===== src/hdl/plt_pkg.sv =====
`timescale 1ns / 1ps
`default_nettype none

package plt_pkg;

   // Table depth used when the top level is not given another.
   localparam int TABLE_DEPTH_DEF = 16;

   // At most this many results are reported for one request.
   localparam int MAX_RESULTS = 16;
   localparam int RES_CNT_W   = $clog2(MAX_RESULTS + 1);

   // Field widths of requests and results.
   localparam int CMD_W  = 2;
   localparam int MSG_W  = 8;
   localparam int ADDR_W = 32;
   localparam int PORT_W = 16;
   localparam int KIND_W = 3;

   // Command codes.
   localparam logic [CMD_W-1:0] CMD_MESSAGE = 2'd0;
   localparam logic [CMD_W-1:0] CMD_TICK    = 2'd1;
   localparam logic [CMD_W-1:0] CMD_CLEAR   = 2'd2;

   // Message type codes.
   localparam logic [MSG_W-1:0] MSG_JOIN      = 8'd1;
   localparam logic [MSG_W-1:0] MSG_HEARTBEAT = 8'd2;

   // Register file layout.
   localparam int CSR_ADDR_W = 3;
   localparam int CSR_DATA_W = 32;
   localparam logic [CSR_ADDR_W-3:0] CSR_WORKING_ENABLE = 1'b0;

   // Result kinds.
   typedef enum logic [KIND_W-1:0] {
      EV_NONE    = 3'd0,
      EV_ECHO    = 3'd1,
      EV_ADDED   = 3'd2,
      EV_REMOVED = 3'd3,
      EV_FULL    = 3'd4
   } event_kind_type;

   // Commands from the controller to the datapath.
   typedef struct packed {
      logic           load;
      logic           clear_count;
      logic           idx_reset;
      logic           step;
      logic           mark_active;
      logic           keep;
      logic           append;
      logic           commit_count;
      logic           stage;
      event_kind_type stage_kind;
      logic           flush;
   } ctrl_cmd_type;

   // Status from the datapath to the controller.
   typedef struct packed {
      logic is_clear;
      logic is_tick;
      logic is_join;
      logic is_heartbeat;
      logic scan_done;
      logic match;
      logic rd_active;
      logic table_full;
      logic pend_valid;
      logic out_busy;
      logic cap_reached;
   } ctrl_status_type;

endpackage

`default_nettype wire


===== src/hdl/peer_liveness_table.sv =====
`timescale 1ns / 1ps
`default_nettype none

// Peer liveness table: keeps up to TABLE_DEPTH peers (address, port, active bit)
// in join order. A join marks a known peer active, or appends a new one if there
// is room; it is echoed, and for an unknown peer an added report (with port+1)
// or a full-table report follows; a heartbeat marks a known peer active; a tick
// removes every inactive peer, reports up to MAX_RESULTS of them, compacts the
// table and clears the survivors' active bits; a clear empties the table even
// while disabled. Requests are taken one at a time. A join, heartbeat or tick
// walks the table through a memory with a registered read; a join or heartbeat
// that hits an entry stops there. A stall on the result side holds up a request.
// The block comes out of reset ready, with an empty table and disabled.
module peer_liveness_table import plt_pkg::*; #(
   parameter int TABLE_DEPTH = TABLE_DEPTH_DEF
) (
   input  wire logic                  clock,
   input  wire logic                  reset,
   // Request channel.
   input  wire logic                  req_tvalid,
   output logic                       req_tready,
   input  wire logic [47:0]           req_tdata,   // peer_addr[31:0], peer_port[47:32]
   input  wire logic [9:0]            req_tuser,   // command[1:0], message_type[9:2]
   // Result channel.
   output logic                       rsp_tvalid,
   input  wire logic                  rsp_tready,
   output logic [47:0]                rsp_tdata,   // event_addr[31:0], event_port[47:32]
   output logic [2:0]                 rsp_tuser,   // event_kind[2:0]
   output logic                       rsp_tlast,
   // Register port.
   input  wire logic                  csr_psel,
   input  wire logic                  csr_penable,
   input  wire logic                  csr_pwrite,
   input  wire logic [CSR_ADDR_W-1:0] csr_paddr,
   input  wire logic [CSR_DATA_W-1:0] csr_pwdata,
   output logic      [CSR_DATA_W-1:0] csr_prdata,
   output logic                       csr_pready
);

   logic            working_enable;
   ctrl_cmd_type    cmd;
   ctrl_status_type status;
   logic [ADDR_W-1:0] event_addr;
   logic [PORT_W-1:0] event_port;

   plt_csr u_csr (
      .clock          (clock),
      .reset          (reset),
      .csr_psel       (csr_psel),
      .csr_penable    (csr_penable),
      .csr_pwrite     (csr_pwrite),
      .csr_paddr      (csr_paddr),
      .csr_pwdata     (csr_pwdata),
      .csr_prdata     (csr_prdata),
      .csr_pready     (csr_pready),
      .working_enable (working_enable)
   );

   plt_ctrl u_ctrl (
      .clock          (clock),
      .reset          (reset),
      .req_valid      (req_tvalid),
      .req_ready      (req_tready),
      .working_enable (working_enable),
      .status         (status),
      .cmd            (cmd)
   );

   plt_datapath #(
      .TABLE_DEPTH (TABLE_DEPTH)
   ) u_datapath (
      .clock            (clock),
      .reset            (reset),
      .cmd              (cmd),
      .status           (status),
      .req_command      (req_tuser[CMD_W-1:0]),
      .req_message_type (req_tuser[CMD_W+MSG_W-1:CMD_W]),
      .req_peer_addr    (req_tdata[ADDR_W-1:0]),
      .req_peer_port    (req_tdata[ADDR_W+PORT_W-1:ADDR_W]),
      .rsp_ready        (rsp_tready),
      .rsp_valid        (rsp_tvalid),
      .rsp_event_kind   (rsp_tuser),
      .rsp_event_addr   (event_addr),
      .rsp_event_port   (event_port),
      .rsp_last_result  (rsp_tlast)
   );

   assign rsp_tdata = {event_port, event_addr};

endmodule

`default_nettype wire


===== src/hdl/plt_csr.sv =====
`timescale 1ns / 1ps
`default_nettype none

module plt_csr import plt_pkg::*; (
   input  wire logic                  clock,
   input  wire logic                  reset,
   input  wire logic                  csr_psel,
   input  wire logic                  csr_penable,
   input  wire logic                  csr_pwrite,
   input  wire logic [CSR_ADDR_W-1:0] csr_paddr,
   input  wire logic [CSR_DATA_W-1:0] csr_pwdata,
   output logic      [CSR_DATA_W-1:0] csr_prdata,
   output logic                       csr_pready,
   output logic                       working_enable
);

   logic                  enable_ff;
   logic                  enable_in;
   logic [CSR_ADDR_W-3:0] reg_index;
   logic                  write_hit;

   // Registers sit on word boundaries.
   assign reg_index  = csr_paddr[CSR_ADDR_W-1:2];
   assign csr_pready = 1'b1;
   assign write_hit  = csr_psel & csr_penable & csr_pwrite & csr_pready
                       & (reg_index == CSR_WORKING_ENABLE);

   // Enable register update.
   always_comb begin
      enable_in = enable_ff;
      if (write_hit) begin
         enable_in = csr_pwdata[0];
      end
   end

   always_ff @(posedge clock) begin
      if (reset) begin
         enable_ff <= 1'b0;
      end else begin
         enable_ff <= enable_in;
      end
   end

   // Read back the addressed register.
   always_comb begin
      csr_prdata = '0;
      if (reg_index == CSR_WORKING_ENABLE) begin
         csr_prdata[0] = enable_ff;
      end
   end

   assign working_enable = enable_ff;

endmodule

`default_nettype wire


===== src/hdl/plt_ctrl.sv =====
`timescale 1ns / 1ps
`default_nettype none

module plt_ctrl import plt_pkg::*; (
   input  wire logic            clock,
   input  wire logic            reset,
   input  wire logic            req_valid,
   output logic                 req_ready,
   input  wire logic            working_enable,
   input  wire ctrl_status_type status,
   output ctrl_cmd_type         cmd
);

   typedef enum logic [6:0] {
      ST_IDLE   = 7'b0000001,
      ST_DECODE = 7'b0000010,
      ST_CHECK  = 7'b0000100,
      ST_EVAL   = 7'b0001000,
      ST_ECHO   = 7'b0010000,
      ST_JOIN2  = 7'b0100000,
      ST_FLUSH  = 7'b1000000
   } state_type;

   state_type state_ff;
   state_type state_in;
   logic      hit_ff;
   logic      hit_in;

   // Sequencer for search, compaction and result emission.
   always_comb begin
      state_in  = state_ff;
      hit_in    = hit_ff;
      cmd       = '0;
      cmd.stage_kind = EV_NONE;
      req_ready = 1'b0;
      unique case (state_ff)
         ST_IDLE: begin
            req_ready = 1'b1;
            if (req_valid) begin
               cmd.load = 1'b1;
               hit_in   = 1'b0;
               state_in = ST_DECODE;
            end
         end
         ST_DECODE: begin
            if (status.is_clear) begin
               cmd.clear_count = 1'b1;
               state_in        = ST_IDLE;
            end else if (!working_enable) begin
               state_in = ST_IDLE;
            end else if (status.is_tick || status.is_join || status.is_heartbeat) begin
               cmd.idx_reset = 1'b1;
               state_in      = ST_CHECK;
            end else begin
               state_in = ST_IDLE;
            end
         end
         ST_CHECK: begin
            // The table entry at the scan index is read during this cycle.
            if (status.scan_done) begin
               if (status.is_tick) begin
                  cmd.commit_count = 1'b1;
                  state_in = status.pend_valid ? ST_FLUSH : ST_IDLE;
               end else if (status.is_join) begin
                  state_in = ST_ECHO;
               end else begin
                  state_in = ST_IDLE;
               end
            end else begin
               state_in = ST_EVAL;
            end
         end
         ST_EVAL: begin
            if (status.is_tick) begin
               if (status.rd_active) begin
                  cmd.keep = 1'b1;
                  cmd.step = 1'b1;
                  state_in = ST_CHECK;
               end else if (status.cap_reached) begin
                  cmd.step = 1'b1;
                  state_in = ST_CHECK;
               end else if (!status.pend_valid || !status.out_busy) begin
                  cmd.stage      = 1'b1;
                  cmd.stage_kind = EV_REMOVED;
                  cmd.step       = 1'b1;
                  state_in       = ST_CHECK;
               end
            end else if (status.match) begin
               cmd.mark_active = 1'b1;
               if (status.is_join) begin
                  hit_in   = 1'b1;
                  state_in = ST_ECHO;
               end else begin
                  state_in = ST_IDLE;
               end
            end else begin
               cmd.step = 1'b1;
               state_in = ST_CHECK;
            end
         end
         ST_ECHO: begin
            // Nothing is pending yet, so the echo can always be staged.
            cmd.stage      = 1'b1;
            cmd.stage_kind = EV_ECHO;
            state_in       = hit_ff ? ST_FLUSH : ST_JOIN2;
         end
         ST_JOIN2: begin
            if (!status.out_busy) begin
               cmd.stage = 1'b1;
               if (status.table_full) begin
                  cmd.stage_kind = EV_FULL;
               end else begin
                  cmd.stage_kind = EV_ADDED;
                  cmd.append     = 1'b1;
               end
               state_in = ST_FLUSH;
            end
         end
         ST_FLUSH: begin
            if (!status.out_busy) begin
               cmd.flush = 1'b1;
               state_in  = ST_IDLE;
            end
         end
         default: begin
            state_in = ST_IDLE;
         end
      endcase
   end

   always_ff @(posedge clock) begin
      if (reset) begin
         state_ff <= ST_IDLE;
         hit_ff   <= 1'b0;
      end else begin
         state_ff <= state_in;
         hit_ff   <= hit_in;
      end
   end

endmodule

`default_nettype wire


===== src/hdl/plt_datapath.sv =====
`timescale 1ns / 1ps
`default_nettype none

module plt_datapath import plt_pkg::*; #(
   parameter int TABLE_DEPTH = TABLE_DEPTH_DEF
) (
   input  wire logic              clock,
   input  wire logic              reset,
   input  wire ctrl_cmd_type      cmd,
   output ctrl_status_type        status,
   input  wire logic [CMD_W-1:0]  req_command,
   input  wire logic [MSG_W-1:0]  req_message_type,
   input  wire logic [ADDR_W-1:0] req_peer_addr,
   input  wire logic [PORT_W-1:0] req_peer_port,
   input  wire logic              rsp_ready,
   output logic                   rsp_valid,
   output logic [KIND_W-1:0]      rsp_event_kind,
   output logic [ADDR_W-1:0]      rsp_event_addr,
   output logic [PORT_W-1:0]      rsp_event_port,
   output logic                   rsp_last_result
);

   localparam int IDX_W = $clog2(TABLE_DEPTH);
   localparam int CNT_W = $clog2(TABLE_DEPTH + 1);

   // Peer table memories.
   logic [ADDR_W-1:0] tbl_addr_mem [TABLE_DEPTH];
   logic [PORT_W-1:0] tbl_port_mem [TABLE_DEPTH];
   logic              tbl_act_mem  [TABLE_DEPTH];

   // Current request.
   logic [CMD_W-1:0]  item_cmd_ff;
   logic [MSG_W-1:0]  item_type_ff;
   logic [ADDR_W-1:0] item_addr_ff;
   logic [PORT_W-1:0] item_port_ff;

   // Registered table read data.
   logic [ADDR_W-1:0] rd_addr_ff;
   logic [PORT_W-1:0] rd_port_ff;
   logic              rd_active_ff;

   // Scan and table counters.
   logic [CNT_W-1:0]     count_ff, count_in;
   logic [CNT_W-1:0]     i_ff, i_in;
   logic [CNT_W-1:0]     w_ff, w_in;
   logic [RES_CNT_W-1:0] n_ff, n_in;

   // Pending result and output register.
   logic              pend_valid_ff, pend_valid_in;
   event_kind_type    pend_kind_ff;
   logic [ADDR_W-1:0] pend_addr_ff;
   logic [PORT_W-1:0] pend_port_ff;
   logic              out_valid_ff, out_valid_in;
   event_kind_type    out_kind_ff;
   logic [ADDR_W-1:0] out_addr_ff;
   logic [PORT_W-1:0] out_port_ff;
   logic              out_last_ff;
   logic              out_load;

   // Write port selection.
   logic              tbl_we;
   logic [IDX_W-1:0]  tbl_wa;
   logic [ADDR_W-1:0] tbl_wd_addr;
   logic [PORT_W-1:0] tbl_wd_port;
   logic              act_we;
   logic [IDX_W-1:0]  act_wa;
   logic              act_wd;

   // New result data.
   logic [ADDR_W-1:0] stage_addr;
   logic [PORT_W-1:0] stage_port;

   // Table write port: compaction writes at the write index, a join appends at the end.
   always_comb begin
      tbl_we      = cmd.keep | cmd.append;
      tbl_wa      = cmd.append ? count_ff[IDX_W-1:0] : w_ff[IDX_W-1:0];
      tbl_wd_addr = cmd.append ? item_addr_ff : rd_addr_ff;
      tbl_wd_port = cmd.append ? item_port_ff : rd_port_ff;
      act_we      = cmd.keep | cmd.append | cmd.mark_active;
      act_wd      = ~cmd.keep;
      if (cmd.mark_active) begin
         act_wa = i_ff[IDX_W-1:0];
      end else if (cmd.append) begin
         act_wa = count_ff[IDX_W-1:0];
      end else begin
         act_wa = w_ff[IDX_W-1:0];
      end
   end

   always_ff @(posedge clock) begin
      if (tbl_we) begin
         tbl_addr_mem[tbl_wa] <= tbl_wd_addr;
         tbl_port_mem[tbl_wa] <= tbl_wd_port;
      end
      if (act_we) begin
         tbl_act_mem[act_wa] <= act_wd;
      end
      rd_addr_ff   <= tbl_addr_mem[i_ff[IDX_W-1:0]];
      rd_port_ff   <= tbl_port_mem[i_ff[IDX_W-1:0]];
      rd_active_ff <= tbl_act_mem[i_ff[IDX_W-1:0]];
   end

   // Request capture.
   always_ff @(posedge clock) begin
      if (cmd.load) begin
         item_cmd_ff  <= req_command;
         item_type_ff <= req_message_type;
         item_addr_ff <= req_peer_addr;
         item_port_ff <= req_peer_port;
      end
   end

   // Counter updates.
   always_comb begin
      count_in = count_ff;
      if (cmd.clear_count) begin
         count_in = '0;
      end else if (cmd.append) begin
         count_in = count_ff + CNT_W'(1);
      end else if (cmd.commit_count) begin
         count_in = w_ff;
      end
      i_in = i_ff;
      w_in = w_ff;
      n_in = n_ff;
      if (cmd.idx_reset) begin
         i_in = '0;
         w_in = '0;
         n_in = '0;
      end else begin
         if (cmd.step) begin
            i_in = i_ff + CNT_W'(1);
         end
         if (cmd.keep) begin
            w_in = w_ff + CNT_W'(1);
         end
         if (cmd.stage) begin
            n_in = n_ff + RES_CNT_W'(1);
         end
      end
   end

   // Data of a newly staged result.
   always_comb begin
      unique case (cmd.stage_kind)
         EV_ADDED: begin
            stage_addr = item_addr_ff;
            stage_port = item_port_ff + PORT_W'(1);
         end
         EV_REMOVED: begin
            stage_addr = rd_addr_ff;
            stage_port = rd_port_ff + PORT_W'(1);
         end
         default: begin
            stage_addr = item_addr_ff;
            stage_port = item_port_ff;
         end
      endcase
   end

   // A staged result waits until the next one shows whether it was the last.
   always_comb begin
      out_load      = cmd.flush | (cmd.stage & pend_valid_ff);
      pend_valid_in = pend_valid_ff;
      if (cmd.stage) begin
         pend_valid_in = 1'b1;
      end else if (cmd.flush) begin
         pend_valid_in = 1'b0;
      end
      out_valid_in = out_valid_ff;
      if (out_load) begin
         out_valid_in = 1'b1;
      end else if (rsp_ready) begin
         out_valid_in = 1'b0;
      end
   end

   always_ff @(posedge clock) begin
      if (reset) begin
         count_ff      <= '0;
         i_ff          <= '0;
         w_ff          <= '0;
         n_ff          <= '0;
         pend_valid_ff <= 1'b0;
         out_valid_ff  <= 1'b0;
      end else begin
         count_ff      <= count_in;
         i_ff          <= i_in;
         w_ff          <= w_in;
         n_ff          <= n_in;
         pend_valid_ff <= pend_valid_in;
         out_valid_ff  <= out_valid_in;
      end
   end

   always_ff @(posedge clock) begin
      if (cmd.stage) begin
         pend_kind_ff <= cmd.stage_kind;
         pend_addr_ff <= stage_addr;
         pend_port_ff <= stage_port;
      end
      if (out_load) begin
         out_kind_ff <= pend_kind_ff;
         out_addr_ff <= pend_addr_ff;
         out_port_ff <= pend_port_ff;
         out_last_ff <= cmd.flush;
      end
   end

   // Status toward the controller.
   always_comb begin
      status.is_clear     = (item_cmd_ff == CMD_CLEAR);
      status.is_tick      = (item_cmd_ff == CMD_TICK);
      status.is_join      = (item_cmd_ff == CMD_MESSAGE) && (item_type_ff == MSG_JOIN);
      status.is_heartbeat = (item_cmd_ff == CMD_MESSAGE) && (item_type_ff == MSG_HEARTBEAT);
      status.scan_done    = (i_ff == count_ff);
      status.match        = (rd_addr_ff == item_addr_ff) && (rd_port_ff == item_port_ff);
      status.rd_active    = rd_active_ff;
      status.table_full   = (count_ff == CNT_W'(TABLE_DEPTH));
      status.pend_valid   = pend_valid_ff;
      status.out_busy     = out_valid_ff & ~rsp_ready;
      status.cap_reached  = (n_ff == RES_CNT_W'(MAX_RESULTS));
   end

   assign rsp_valid       = out_valid_ff;
   assign rsp_event_kind  = out_kind_ff;
   assign rsp_event_addr  = out_addr_ff;
   assign rsp_event_port  = out_port_ff;
   assign rsp_last_result = out_last_ff;

   // The table never holds more peers than it has room for.
   a_count_bound: assert property (@(posedge clock) disable iff (reset)
      count_ff <= CNT_W'(TABLE_DEPTH))
      else $error("peer count exceeds table depth");

   // Compaction never writes ahead of the read index.
   a_write_behind_read: assert property (@(posedge clock) disable iff (reset)
      w_ff <= i_ff)
      else $error("compaction write index passed read index");

   // A flush always has a pending result to move.
   a_flush_pending: assert property (@(posedge clock) disable iff (reset)
      cmd.flush |-> pend_valid_ff)
      else $error("flush without pending result");

   // A held result is never overwritten.
   a_no_overwrite: assert property (@(posedge clock) disable iff (reset)
      out_load |-> !(out_valid_ff && !rsp_ready))
      else $error("output register overwritten while stalled");

   // An append grows the table by one peer.
   a_append_room: assert property (@(posedge clock) disable iff (reset)
      cmd.append |=> (count_ff == $past(count_ff) + CNT_W'(1)))
      else $error("append did not grow the table");

endmodule

`default_nettype wire

===== config.mk =====
export PLATFORM = sky130hd
export DESIGN_NAME = peer_liveness_table
export DESIGN_NICKNAME = d
export VERILOG_FILES = /design/src/hdl/plt_pkg.sv /design/src/hdl/peer_liveness_table.sv /design/src/hdl/plt_csr.sv /design/src/hdl/plt_ctrl.sv /design/src/hdl/plt_datapath.sv
export SDC_FILE = /design/constraint.sdc
export NUM_CORES = 1
export LEC_CHECK = 0
export ABC_AREA = 1
export BUFFER_PORTS_ARGS = -buffer_cell sky130_fd_sc_hd__buf_2
export CAP_MARGIN = 10
export CORE_ASPECT_RATIO = 2
export CORE_MARGIN = 3
export CORE_UTILIZATION = 61
export DETAILED_ROUTE_END_ITERATION = 10
export GPL_ROUTABILITY_DRIVEN = 0
export PLACE_DENSITY = 0.8
export RECOVER_POWER = 25
export SLEW_MARGIN = 25
export SYNTH_ARGS = -nofsm -noshare
export SYNTH_HDL_FRONTEND = slang
export SYNTH_SLANG_ARGS = --single-unit

===== constraint.sdc =====
create_clock -name clock -period 5.65 [get_ports clock]
set_input_delay 0.565 -clock clock [delete_from_list [all_inputs] [get_ports clock]]
set_output_delay 0.565 -clock clock [all_outputs]
set_load 0.01 [all_outputs]

==> impl_metrics.py <==
metrics = {
    "outcome": {
        "status": "finished, violations left",
        "violations": "capacitance limit, slew limit",
    },
    "drt": {
        "drc": 0,
        "dr.pass1.iters": 7,
        "avgViaCountPerCell": 6.13,
        "wirelength_um": 102000,
        "vias": 27740,
        "drt_iter0_markers": 3887,
        "wl_per_cell_um": 22.5,
        "ant_nets": 0,
    },
    "yosys": {
        "synthArstFlopShare_pct": 0,
        "synth_edf_count": 945,
        "synthTopCellsByArea": "edfxtp_1 69%, o21ai_0 6.0%, nand2_1 5.0%",
        "synth_top_area_cell": "edfxtp_1",
        "synth_common_cells": "945 x edfxtp_1, 554 x nand2_1, 503 x nor2_1",
        "ys.flop_type": "edfxtp_1",
        "netlist_area_um2": 41400,
        "yosys_warnings": 0,
        "syn_avg_cell_area_um2": 11.9,
        "synth_top_area_share_pct": 68.6,
        "ys_types": 44,
        "ys_seq_area_share_pct": 72.5,
        "synth_most_common_cell": "edfxtp_1",
        "netlist_instances": 3469,
        "ys_ff_latch": 1025,
    },
    "cells_and_area": {
        "area_growth_pct": 10.2,
        "nets": 3680,
        "final_cells": 4524,
        "fin_area_um2": 45600,
        "num_antenna_cells": 0,
        "layout-drive-gt1-share_pct": 8.49,
    },
    "power_and_ir_drop": {
        "leakage_nw": 15.9,
        "max-vdd-ir-drop_mv": 0.278,
        "power_mw": 16.3,
        "powerDensity_nw_per_um2": 358,
    },
    "sta": {
        "clock.fmax_mhz": 222,
        "min_period_ns": 4.51,
        "tightest_slew_ns": 1.85,
        "fin_ws_ns": 1.14,
        "setup-violations-final": 0,
        "grt_setup_unrepaired": "no",
        "fin_crit_sh_pct": 79.8,
        "tns_ns": 0,
        "timing_hold_violations_final": 0,
        "skew_ns": 0.0159,
        "relSlewSlack_pct": -23.6,
        "slew_viol_final": 139,
    },
    "clock_tree": {
        "post_cts_buffers": 0,
        "cts_hold_buf": 0,
        "cts-resized-gates": 0,
        "h-tree-depth": 3,
        "path_clk_slew_ns": 0.07,
        "root_buffer": "clkbuf_16",
        "cts.sinks": 1025,
        "cts_made_buffers": 81,
        "cts_tree": "yes",
        "clockBufferDepth": 3,
        "clock_latency_ns": 0.66,
    },
    "placement": {
        "dpl.hpwl_um": 58700,
        "io_buffer_count": 121,
        "pre_cts_ws_ns": 1.75,
        "place_area_um2": 43200,
        "dp.cells": 4374,
    },
    "critical_path": {
        "startpoint_type": "flip-flop",
        "path_max_fanout": 31,
        "end_kind": "flip-flop",
        "path_class": "reg2reg",
        "crit_required_ns": 5.97,
        "arrival_ns": 4.83,
    },
    "floorplanning": {
        "rows": 134,
        "die_width_um": 190,
        "pin_count": 187,
        "dieArea_um2": 71200,
        "die_h_um": 374,
        "initial_core_util_pct": 61.9,
        "core_area_um2": 66900,
    },
    "job": {
        "drv_cap": 2,
    },
    "global_route": {
        "grt_pass1_vias": 26968,
        "grt.total_usage_pct": 28.3,
        "grt_pass1_wl_um": 152000,
        "gr-total-overflow": 0,
        "grt_max_degree": 176,
        "antenna_found_initial": 0,
    },
    "hold_path": {
        "hold_path.class": "in2reg",
    },
}
[cell usage in the layout, fill, tap and decap left out, types with 13 or more instances in the layout]
| master | instances |
|---|---|
| nor2_1 | 486 |
| clkinv_1 | 16 |
| xnor2_1 | 13 |
| a21oi_1 | 22 |
| nand2_1 | 554 |
| nor2_4 | 24 |
| clkinv_2 | 14 |
| dfxtp_1 | 77 |
| inv_1 | 161 |
| buf_12 | 14 |
| clkbuf_1 | 97 |
| o211ai_1 | 26 |
| clkbuf_16 | 82 |
| o22ai_1 | 123 |
| o221ai_1 | 75 |
| buf_2 | 58 |
| edfxtp_1 | 945 |
| o21ai_0 | 500 |
| buf_4 | 56 |
| conb_1 | 32 |
| nand3_1 | 151 |
[path summary, 6_finish.rpt]
path,to,slack (ns),startpoint,depth (start not counted)
max,u_datapath.tbl_addr_mem[1][30],1.14,u_ctrl.state_ff[0],9
min,u_datapath.item_addr_ff[22],0.09,req_tdata[22],1
max reg2reg,u_datapath.tbl_addr_mem[1][30],1.14,u_ctrl.state_ff[0],9
min reg2reg,u_datapath.rsp_event_port[2],0.42,u_datapath.pend_port_ff[2],0
[power breakdown]
| part | total, mW | switching (mW) | internal, mW |
|---|---|---|---|
| Sequential | 8.98 | 0.194 | 8.79 |
| Clock | 5.60 | 2.60 | 3.00 |
| Combinational | 1.73 | 1.28 | 0.452 |
[per-stage QoR]
stage          hold WS, ns  utilization (%)
2_1_floorplan        0.400                -
3_3_place_gp         0.401             64.6
3_5_place_dp         0.405             64.6
4_1_cts             0.0523             68.4
5_1_grt             0.0668             68.2
6_report            0.0852             68.2
[worst max-delay path, stage by stage, from the launching register on]
cell and delay [ns]:
dfxtp_1 0.32, nor2_1 0.19, nand2_1 0.12, nor2_4 0.08, clkbuf_1 1.07, nand3_1 0.55, nand2_1 0.32, nand3_1 0.37
nor2_4 0.78, buf_12 0.35
[registers in the layout (all words and copies together), names as in the netlist, 7 cells and up]
register and cells:
u_datapath.pend_addr_ff 32, u_datapath.tbl_addr_mem 512, u_datapath.item_addr_ff 32, u_datapath.item_port_ff 16
u_datapath.rsp_event_port 16, u_datapath.tbl_port_mem 256, u_datapath.pend_port_ff 16, u_datapath.item_type_ff 8
u_datapath.tbl_act_mem 16, u_datapath.rd_port_ff 16, u_datapath.rsp_event_addr 32, u_ctrl.state_ff 7
u_datapath.rd_addr_ff 32
[per-layer routing]
layer,part of all wire (%),wire [um],up-vias,global-route usage (%)
met2,51,52200,1690,49.4
met3,9.4,9590,339,4.17
li1,-,-,12510,-
met5,0,0,-,0
met4,5.6,5740,0,15.4
met1,34,34400,13201,33.7
[cell families (layout without fill, tap and decap cells)]
group	Yosys count	count (layout)	share of synthesized area, %
other cells	2	32	0.0182
simple gates	1257	1257	12.3
xor+xnor	19	19	0.402
flops	1025	1025	72.5
compound gates	764	764	10.5
fa+ha+maj	7	7	0.212
buf+inv	395	536	4.07
[layout make-up]
cell class                      count  area (um^2)
Clock buffer                      107         2240
Clock inverter                     43          359
Fill cell                        4517        21300
Inverter                          175          667
Multi-Input combinational cell   2079         9950
Sequential cell                  1025        30000
Tap cell                          884         1110
Timing Repair Buffer              211         1310
(Power assumes the default switching activity.)
